**config.mk**
```make
export PLATFORM = sky130hd
export DESIGN_NAME = min_priority_queue
export DESIGN_NICKNAME = d
export VERILOG_FILES = /design/src/hw/rtl/mpq_pkg.sv /design/src/hw/rtl/mpq_slot_ram.sv /design/src/hw/rtl/mpq_cmp.sv /design/src/hw/rtl/min_priority_queue.sv
export SDC_FILE = /design/constraint.sdc
export NUM_CORES = 1
export LEC_CHECK = 0
export ABC_CLOCK_PERIOD_IN_PS = 7000
export BUFFER_PORTS_ARGS = -buffer_cell sky130_fd_sc_hd__buf_2
export CORE_ASPECT_RATIO = 0.6
export CORE_MARGIN = 1.5
export CORE_UTILIZATION = 60
export DETAILED_ROUTE_END_ITERATION = 8
export HOLD_SLACK_MARGIN = 0.05
export PLACE_DENSITY_LB_ADDON = 0.08
export SLEW_MARGIN = 40
export SYNTH_ARGS = -nofsm -noshare
export SYNTH_HDL_FRONTEND = slang
export SYNTH_SLANG_ARGS = --single-unit
```
**constraint.sdc**
```tcl
create_clock -name clk -period 7 [get_ports clk]
set_clock_uncertainty 0.15 [all_clocks]
set_input_delay 0.7 -clock clk [delete_from_list [all_inputs] [get_ports clk]]
set_output_delay 0.7 -clock clk [all_outputs]
set_load 0.005 [all_outputs]
```
**src/hw/rtl/mpq_pkg.sv**
```systemverilog
// Shared types, codes and defaults for the min priority queue.
`default_nettype none
package mpq_pkg;

    localparam int CAPACITY_DEF  = 16;
    localparam int DATA_BITS_DEF = 16;

    // operation codes
    localparam logic [2:0] OP_ENQUEUE = 3'd0;
    localparam logic [2:0] OP_DEQUEUE = 3'd1;
    localparam logic [2:0] OP_PEEK    = 3'd2;
    localparam logic [2:0] OP_UPDATE  = 3'd3;
    localparam logic [2:0] OP_SEARCH  = 3'd4;
    localparam logic [2:0] OP_CLEAR   = 3'd5;

    // status codes
    localparam logic [2:0] ST_OK      = 3'd0;
    localparam logic [2:0] ST_EMPTY   = 3'd1;
    localparam logic [2:0] ST_FULL    = 3'd2;
    localparam logic [2:0] ST_EXISTS  = 3'd3;
    localparam logic [2:0] ST_MISSING = 3'd4;

    typedef struct packed {
        logic [2:0]         opcode;
        logic signed [15:0] item_value;
        logic signed [15:0] item_priority;
    } cmd_t;

    typedef struct packed {
        logic signed [15:0] result_value;
        logic [2:0]         status;
        logic               found;
        logic [4:0]         entry_count;
    } rsp_t;

    // result of the shared compare unit
    typedef struct packed {
        logic eq;   // slot value matches the key value
        logic lt;   // slot priority below the best seen so far
    } cmp_res_t;

endpackage
`default_nettype wire

```
**src/hw/rtl/mpq_slot_ram.sv**
```systemverilog
// Slot store: one write port, one registered read port.
`default_nettype none
module mpq_slot_ram #(
    parameter int DEPTH = 16,
    parameter int WIDTH = 32
) (
    input  wire logic                     clk,
    input  wire logic                     we,
    input  wire logic [$clog2(DEPTH)-1:0] waddr,
    input  wire logic [WIDTH-1:0]         wdata,
    input  wire logic                     re,
    input  wire logic [$clog2(DEPTH)-1:0] raddr,
    output logic      [WIDTH-1:0]         rdata
);

    logic [WIDTH-1:0] mem [DEPTH];

    always_ff @(posedge clk)
    begin
        if (we)
        begin
            mem[waddr] <= wdata;
        end
        if (re)
        begin
            rdata <= mem[raddr];
        end
    end

endmodule
`default_nettype wire

```
**src/hw/rtl/mpq_cmp.sv**
```systemverilog
// Shared compare unit: value match and signed priority ordering.
`default_nettype none
module mpq_cmp #(
    parameter int DATA_BITS = 16
) (
    input  wire logic [DATA_BITS-1:0] slot_value,
    input  wire logic [DATA_BITS-1:0] slot_priority,
    input  wire logic [DATA_BITS-1:0] key_value,
    input  wire logic [DATA_BITS-1:0] best_priority,
    output mpq_pkg::cmp_res_t         res
);
    import mpq_pkg::*;

    always_comb
    begin
        res.eq = (slot_value == key_value);
        res.lt = ($signed(slot_priority) < $signed(best_priority));
    end

endmodule
`default_nettype wire

```
**src/hw/rtl/min_priority_queue.sv**
```systemverilog
// Min priority queue top level: sequencer around the slot store and compare unit.
//
// One command word is taken when start is high and busy is low; its response
// word appears on result for one cycle with done high and must be taken then.
// Clear, unused codes and the early answers (full, empty, update when empty)
// finish straight from idle. Every other command scans the held entries through
// the single read port of the slot store, one per cycle, an enqueue writing
// its entry in the last scan cycle. Dequeue and a successful update then close
// the gap left by the removed entry, one entry moved per cycle, so a removal at
// index k moves every entry above it down one slot. Entries are kept oldest first.
`default_nettype none
module min_priority_queue #(
    parameter int CAPACITY  = mpq_pkg::CAPACITY_DEF,
    parameter int DATA_BITS = mpq_pkg::DATA_BITS_DEF
) (
    input  wire logic          clk,
    input  wire logic          rst_n,
    input  wire logic          start,
    output logic               busy,
    input  wire mpq_pkg::cmd_t cmd,
    output logic               done,
    output mpq_pkg::rsp_t      result
);
    import mpq_pkg::*;

    localparam int AW = $clog2(CAPACITY);
    localparam int CW = $clog2(CAPACITY + 1);
    localparam int DW = DATA_BITS;

    typedef enum logic [2:0] {
        S_IDLE  = 3'b001,
        S_SCAN  = 3'b010,
        S_SHIFT = 3'b100
    } state_t;

    state_t          state_reg, state_next;
    logic [2:0]      op_reg, op_next;
    logic [DW-1:0]   key_val_reg, key_val_next;
    logic [DW-1:0]   key_pri_reg, key_pri_next;
    logic [CW-1:0]   count_reg, count_next;
    logic [CW-1:0]   rd_idx_reg, rd_idx_next;
    logic            pend_reg, pend_next;
    logic [CW-1:0]   pend_idx_reg, pend_idx_next;
    logic            hit_reg, hit_next;
    logic [CW-1:0]   hit_idx_reg, hit_idx_next;
    logic [DW-1:0]   best_val_reg, best_val_next;
    logic [DW-1:0]   best_pri_reg, best_pri_next;
    logic [CW-1:0]   best_idx_reg, best_idx_next;
    logic            done_reg, done_next;
    rsp_t            rsp_reg, rsp_next;

    logic            mem_we;
    logic [AW-1:0]   mem_waddr;
    logic [2*DW-1:0] mem_wdata;
    logic            mem_re;
    logic [2*DW-1:0] mem_rdata;
    logic [DW-1:0]   rd_val;
    logic [DW-1:0]   rd_pri;
    cmp_res_t        cmp;

    logic            finish;
    logic [2:0]      fin_status;
    logic [DW-1:0]   fin_value;
    logic            fin_found;
    logic            scan_end;
    logic [CW-1:0]   prev_idx;
    logic [CW-1:0]   last_idx;

    assign rd_val = mem_rdata[2*DW-1:DW];
    assign rd_pri = mem_rdata[DW-1:0];

    mpq_slot_ram #(
        .DEPTH (CAPACITY),
        .WIDTH (2 * DW)
    ) u_ram (
        .clk   (clk),
        .we    (mem_we),
        .waddr (mem_waddr),
        .wdata (mem_wdata),
        .re    (mem_re),
        .raddr (rd_idx_reg[AW-1:0]),
        .rdata (mem_rdata)
    );

    mpq_cmp #(
        .DATA_BITS (DW)
    ) u_cmp (
        .slot_value    (rd_val),
        .slot_priority (rd_pri),
        .key_value     (key_val_reg),
        .best_priority (best_pri_reg),
        .res           (cmp)
    );

    assign scan_end = (rd_idx_reg == count_reg) && !pend_reg;
    assign prev_idx = pend_idx_reg - CW'(1);
    assign last_idx = count_reg - CW'(1);

    always_comb
    begin
        state_next    = state_reg;
        op_next       = op_reg;
        key_val_next  = key_val_reg;
        key_pri_next  = key_pri_reg;
        count_next    = count_reg;
        rd_idx_next   = rd_idx_reg;
        pend_next     = pend_reg;
        pend_idx_next = pend_idx_reg;
        hit_next      = hit_reg;
        hit_idx_next  = hit_idx_reg;
        best_val_next = best_val_reg;
        best_pri_next = best_pri_reg;
        best_idx_next = best_idx_reg;
        mem_we        = 1'b0;
        mem_waddr     = '0;
        mem_wdata     = '0;
        mem_re        = 1'b0;
        finish        = 1'b0;
        fin_status    = ST_OK;
        fin_value     = '0;
        fin_found     = 1'b0;

        case (state_reg)
            S_IDLE:
            begin
                if (start)
                begin
                    op_next      = cmd.opcode;
                    key_val_next = DW'($unsigned(cmd.item_value));
                    key_pri_next = DW'($unsigned(cmd.item_priority));
                    rd_idx_next  = '0;
                    pend_next    = 1'b0;
                    hit_next     = 1'b0;
                    case (cmd.opcode)
                        OP_ENQUEUE:
                        begin
                            if (count_reg == CW'(CAPACITY))
                            begin
                                finish     = 1'b1;
                                fin_status = ST_FULL;
                            end
                            else
                            begin
                                state_next = S_SCAN;
                            end
                        end
                        OP_DEQUEUE, OP_PEEK:
                        begin
                            if (count_reg == '0)
                            begin
                                finish     = 1'b1;
                                fin_status = ST_EMPTY;
                            end
                            else
                            begin
                                state_next = S_SCAN;
                            end
                        end
                        OP_UPDATE:
                        begin
                            if (count_reg == '0)
                            begin
                                finish = 1'b1;
                            end
                            else
                            begin
                                state_next = S_SCAN;
                            end
                        end
                        OP_SEARCH:
                        begin
                            state_next = S_SCAN;
                        end
                        OP_CLEAR:
                        begin
                            count_next = '0;
                            finish     = 1'b1;
                        end
                        default:
                        begin
                            finish = 1'b1;
                        end
                    endcase
                end
            end

            S_SCAN:
            begin
                if (rd_idx_reg < count_reg)
                begin
                    mem_re        = 1'b1;
                    pend_next     = 1'b1;
                    pend_idx_next = rd_idx_reg;
                    rd_idx_next   = rd_idx_reg + CW'(1);
                end
                else
                begin
                    pend_next = 1'b0;
                end

                if (pend_reg)
                begin
                    if (cmp.eq && !hit_reg)
                    begin
                        hit_next     = 1'b1;
                        hit_idx_next = pend_idx_reg;
                    end
                    // strict less keeps the oldest among equal priorities
                    if (pend_idx_reg == '0 || cmp.lt)
                    begin
                        best_val_next = rd_val;
                        best_pri_next = rd_pri;
                        best_idx_next = pend_idx_reg;
                    end
                end

                if (scan_end)
                begin
                    case (op_reg)
                        OP_ENQUEUE:
                        begin
                            finish = 1'b1;
                            if (hit_reg)
                            begin
                                fin_status = ST_EXISTS;
                            end
                            else
                            begin
                                mem_we     = 1'b1;
                                mem_waddr  = count_reg[AW-1:0];
                                mem_wdata  = {key_val_reg, key_pri_reg};
                                count_next = count_reg + CW'(1);
                            end
                        end
                        OP_SEARCH:
                        begin
                            finish    = 1'b1;
                            fin_found = hit_reg;
                        end
                        OP_PEEK:
                        begin
                            finish    = 1'b1;
                            fin_value = best_val_reg;
                        end
                        OP_DEQUEUE:
                        begin
                            state_next  = S_SHIFT;
                            rd_idx_next = best_idx_reg + CW'(1);
                        end
                        OP_UPDATE:
                        begin
                            if (hit_reg)
                            begin
                                state_next  = S_SHIFT;
                                rd_idx_next = hit_idx_reg + CW'(1);
                            end
                            else
                            begin
                                finish     = 1'b1;
                                fin_status = ST_MISSING;
                            end
                        end
                        default:
                        begin
                            finish = 1'b1;
                        end
                    endcase
                end
            end

            S_SHIFT:
            begin
                if (rd_idx_reg < count_reg)
                begin
                    mem_re        = 1'b1;
                    pend_next     = 1'b1;
                    pend_idx_next = rd_idx_reg;
                    rd_idx_next   = rd_idx_reg + CW'(1);
                end
                else
                begin
                    pend_next = 1'b0;
                end

                // entry read last cycle moves down one slot
                if (pend_reg)
                begin
                    mem_we    = 1'b1;
                    mem_waddr = prev_idx[AW-1:0];
                    mem_wdata = mem_rdata;
                end

                if (scan_end)
                begin
                    finish = 1'b1;
                    if (op_reg == OP_UPDATE)
                    begin
                        // re-enter as newest arrival; count unchanged
                        mem_we    = 1'b1;
                        mem_waddr = last_idx[AW-1:0];
                        mem_wdata = {key_val_reg, key_pri_reg};
                    end
                    else
                    begin
                        fin_value  = best_val_reg;
                        count_next = last_idx;
                    end
                end
            end

            default:
            begin
                state_next = S_IDLE;
            end
        endcase

        if (finish)
        begin
            state_next = S_IDLE;
        end

        done_next = finish;
        rsp_next  = rsp_reg;
        if (finish)
        begin
            rsp_next.result_value = 16'(fin_value);
            rsp_next.status       = fin_status;
            rsp_next.found        = fin_found;
            rsp_next.entry_count  = 5'(count_next);
        end
    end

    always_ff @(posedge clk or negedge rst_n)
    begin
        if (!rst_n)
        begin
            state_reg <= S_IDLE;
            count_reg <= '0;
            pend_reg  <= 1'b0;
            done_reg  <= 1'b0;
        end
        else
        begin
            state_reg <= state_next;
            count_reg <= count_next;
            pend_reg  <= pend_next;
            done_reg  <= done_next;
        end
    end

    always_ff @(posedge clk)
    begin
        op_reg       <= op_next;
        key_val_reg  <= key_val_next;
        key_pri_reg  <= key_pri_next;
        rd_idx_reg   <= rd_idx_next;
        pend_idx_reg <= pend_idx_next;
        hit_reg      <= hit_next;
        hit_idx_reg  <= hit_idx_next;
        best_val_reg <= best_val_next;
        best_pri_reg <= best_pri_next;
        best_idx_reg <= best_idx_next;
        rsp_reg      <= rsp_next;
    end

    assign busy   = (state_reg != S_IDLE);
    assign done   = done_reg;
    assign result = rsp_reg;

endmodule
`default_nettype wire
```
==> impl_metrics.ini <==
[outcome]
status = finished clean

[synthesis]
synth.largest_area_cell = sky130_fd_sc_hd__edfxtp_1
synth.top_cell.area_share = 0.753
yosysSeqAreaShare = 0.763
netlist_top_cells_area = sky130_fd_sc_hd__edfxtp_1 75%, sky130_fd_sc_hd__mux4_2 14%, sky130_fd_sc_hd__ha_1 1.3%, sky130_fd_sc_hd__a22o_1 1.1%, sky130_fd_sc_hd__dfrtp_1 0.86%
synth_fp_nets = 1298
ys_warn_count = 0
post_synth_most_frequent_cells = 657 x sky130_fd_sc_hd__edfxtp_1, 160 x sky130_fd_sc_hd__mux4_2, 39 x sky130_fd_sc_hd__nor2_1, 34 x sky130_fd_sc_hd__a22o_1, 31 x sky130_fd_sc_hd__clkbuf_1
async_flop_share = 0.0150
dominantRegCellSynth = sky130_fd_sc_hd__edfxtp_1
most_frequent_cell_after_synthesis = sky130_fd_sc_hd__edfxtp_1
synthesis.area_mm2 = 0.0262
synth_area_per_cell_um2 = 21.3
yosys_cell_types = 60
edff_count_synth = 657
synth_seq_cells = 667
syn_inst = 1232

[timing]
timing.final.ws_setup_ns = 2.77
maxSlewViolCount = 0
timing.setup.tns_ns = 0
layout_min_cycle_time_ns = 4.23
clock.fmax_ghz = 0.236
worst-slew-pin-transition_ns = 0.808
slew-limit-headroom = 0.461
endpoints_failing_hold = 0
grt_setup_unrepaired = no
finalSetupViolCount = 0
final.period_utilization = 0.604

[drt]
via_count = 12500
detail_route.iter0.violations = 1325
drt-vias-per-instance = 6.39
wl_per_cell_um = 28.4
detailedRoute.firstPassIterationCount = 5
drcViolationCount = 0
wl_um = 55700
final_antenna_net_count = 0

[global_route]
vias_in_the_first_global_route = 12400
globalRouteOverflowTotal = 0
antenna_found_initial = 0
grt_first_pass_wirelength_um = 82300
grtUsageTotal = 0.256
grt_start_max_net_pins = 63

[worst_hold_path]
hp-class = in2reg
min_delay_path_depth = 1
hold_path_startpoint = cmd[21]
whs_endpoint = key_val_reg[5]$_DFFE_PP_

[final_layout]
number_of_fillers_in_the_final_layout = 2705
final_net_count = 1403
drive_gt1_frac = 0.272
layout-area-overhead-vs-synth_pct = 12.4
largest_register = u_ram.mem
flip_flop_count_of_the_largest_register_all_copies_and_words_added = 512
post_route_insts_no_fill = 1958
layout.cell_area.non_filler_mm2 = 0.0294
antennaDiodeCount = 0

[power]
largest_voltage_drop_on_the_vdd_net_mv = 0.246
static-leakage-power_nw = 8.77
power_mw = 9.45
power_density_mw_per_mm2 = 321

[place]
detailed_place_hpwl_um = 33100
postPlaceCellArea_mm2 = 0.0276
place_congestion = 0.840
place_inst = 1854
placement.setup.worst_slack_ns = 2.51
place.port_buffers = 64

[worst_setup_path]
reg2reg_to = u_ram.mem[5][27]$_DFFE_PP_
crit_buf_inv = 2
critical_path.startpoint_type = register
critical-path-top-cell-by-count = sky130_fd_sc_hd__buf_4
reg2regPathDepth = 9
crit_path_end_kind = register
critPathArrivalTime_ns = 4.35
worst_path_dominant_cell_family = simple AND/OR/NAND/NOR gates
r2r_setup_slack_ns = 2.77
rr_startpoint = rd_idx_reg[2]$_DFFE_PP_
critical_path.slowest_cell = sky130_fd_sc_hd__nor2b_4
slowest_delay_ns = 0.63
setup.worst_path.class = reg2reg
cp_cell_sequence = buf_4, ha_1, and4_1, nand3_4, nor3_4, a21boi_2, or4_4, nor2b_4, buf_4
critPathMaxFanout = 37
required_time_of_the_critical_path_ns = 7.12

[clock_network]
htreeDepth = 2
numCtsBuffers = 57
clkSlewWorstSetupHoldPaths_ns = 0.06
post_cts_repair_setup_buffers = 0
max-clock-path-buffers = 3
clkSinkCount = 667
cts_tree = done
cts_root_buf = sky130_fd_sc_hd__clkbuf_16
clk_latency_ns = 0.61

[die]
floorplan.io_pins = 65
initial_utilization = 0.606
total_die_area_mm2 = 0.0449
die_x_um = 273
fp.dieH_um = 165
core_area_mm2 = 0.0432
num_rows = 59

[run]
drv_cap = 0
layout make-up:
| class | instances | area (µm²) | area share |
|---|---|---|---|
| clock buffer | 72 | 1580 | 0.0536 |
| sequential | 667 | 20000 | 0.679 |
| multi-input combinational | 480 | 6020 | 0.205 |
| tap | 579 | 724 | 0.0246 |
| inverter | 30 | 115 | 0.00391 |
| clock inverter | 29 | 240 | 0.00816 |
| timing repair buffer | 101 | 763 | 0.0259 |
cells by family after synthesis:
group,Yosys count,share of synthesized area
DFF,667,0.763
muxes,161,0.138
and+or+nand+nor,155,0.0327
AOI/OAI and AO/OA,104,0.0287
buffers and inverters,85,0.0135
xor gates and xnor gates,32,0.0107
adders and majority gates,28,0.0134
layer usage:
layer,routed length [µm],track usage,share of wire
met5,0,0,0
met4,871,0.0505,0.016
met3,4240,0.0567,0.076
met2,25300,0.378,0.45
met1,25300,0.402,0.45
worst reg2reg max path: stages (launching register included):
cell and delay [ns]:
sky130_fd_sc_hd__edfxtp_1 0.33, sky130_fd_sc_hd__buf_4 0.56, sky130_fd_sc_hd__ha_1 0.29, sky130_fd_sc_hd__and4_1 0.36, sky130_fd_sc_hd__nand3_4 0.13, sky130_fd_sc_hd__nor3_4 0.27, sky130_fd_sc_hd__a21boi_2 0.12, sky130_fd_sc_hd__or4_4 0.60
sky130_fd_sc_hd__nor2b_4 0.63, sky130_fd_sc_hd__buf_4 0.45
worst max-delay path by stage:
stage	endpoint	startpoint	depth (start not counted)
2_1_floorplan	result[0]$_DFFE_PP_	state_reg[0]$_DFFE_PN1P_	4
3_3_place_gp	u_ram.mem[14][12]$_DFFE_PP_	rd_idx_reg[0]$_DFFE_PP_	8
3_5_place_dp	u_ram.mem[5][22]$_DFFE_PP_	rd_idx_reg[0]$_DFFE_PP_	9
4_1_cts	u_ram.mem[5][27]$_DFFE_PP_	rd_idx_reg[0]$_DFFE_PP_	9
5_1_grt	u_ram.mem[5][27]$_DFFE_PP_	rd_idx_reg[2]$_DFFE_PP_	9
6_report	u_ram.mem[5][27]$_DFFE_PP_	rd_idx_reg[2]$_DFFE_PP_	9
per-stage QoR:
stage	utilization	hold slack (ns)
3_3_place_gp	0.633	0.327
3_5_place_dp	0.638	0.333
2_1_floorplan	-	0.254
5_1_grt	0.681	0.0915
4_1_cts	0.680	0.0851
6_report	0.681	0.115
where the power goes:
part / total [mW] / internal (mW) / switching, mW
registers: 4.73 / 4.57 / 0.164
logic: 1.64 / 0.760 / 0.876
clock network: 3.08 / 1.70 / 1.38
total: 9.45 / 7.03 / 2.42
repair_timing:
| item | CTS | global route |
|---|---|---|
| hold endpoints to repair | 10 | 0 |
| gates resized for setup | 0 | 0 |
| hold buffers | 1 | 0 |
placed cells by master (no fill, tap or decap), drive strengths merged, types with 4 or more instances in the layout:
cell,n
dfrtp,9
o22ai,8
a22o,34
mux4,160
nand3,11
xnor2,16
nor2,39
and2,20
o31ai,4
clkbuf,72
buf,100
nand2b,11
edfxtp,657
nor3,10
a21oi,15
a21o,8
a22oi,4
o21ai,18
inv,31
or2,5
nand4,10
clkinv,25
nor4,9
xor2,16
ha,28
nand2,19
No activity file was read; power rests on OpenSTA's default activity.
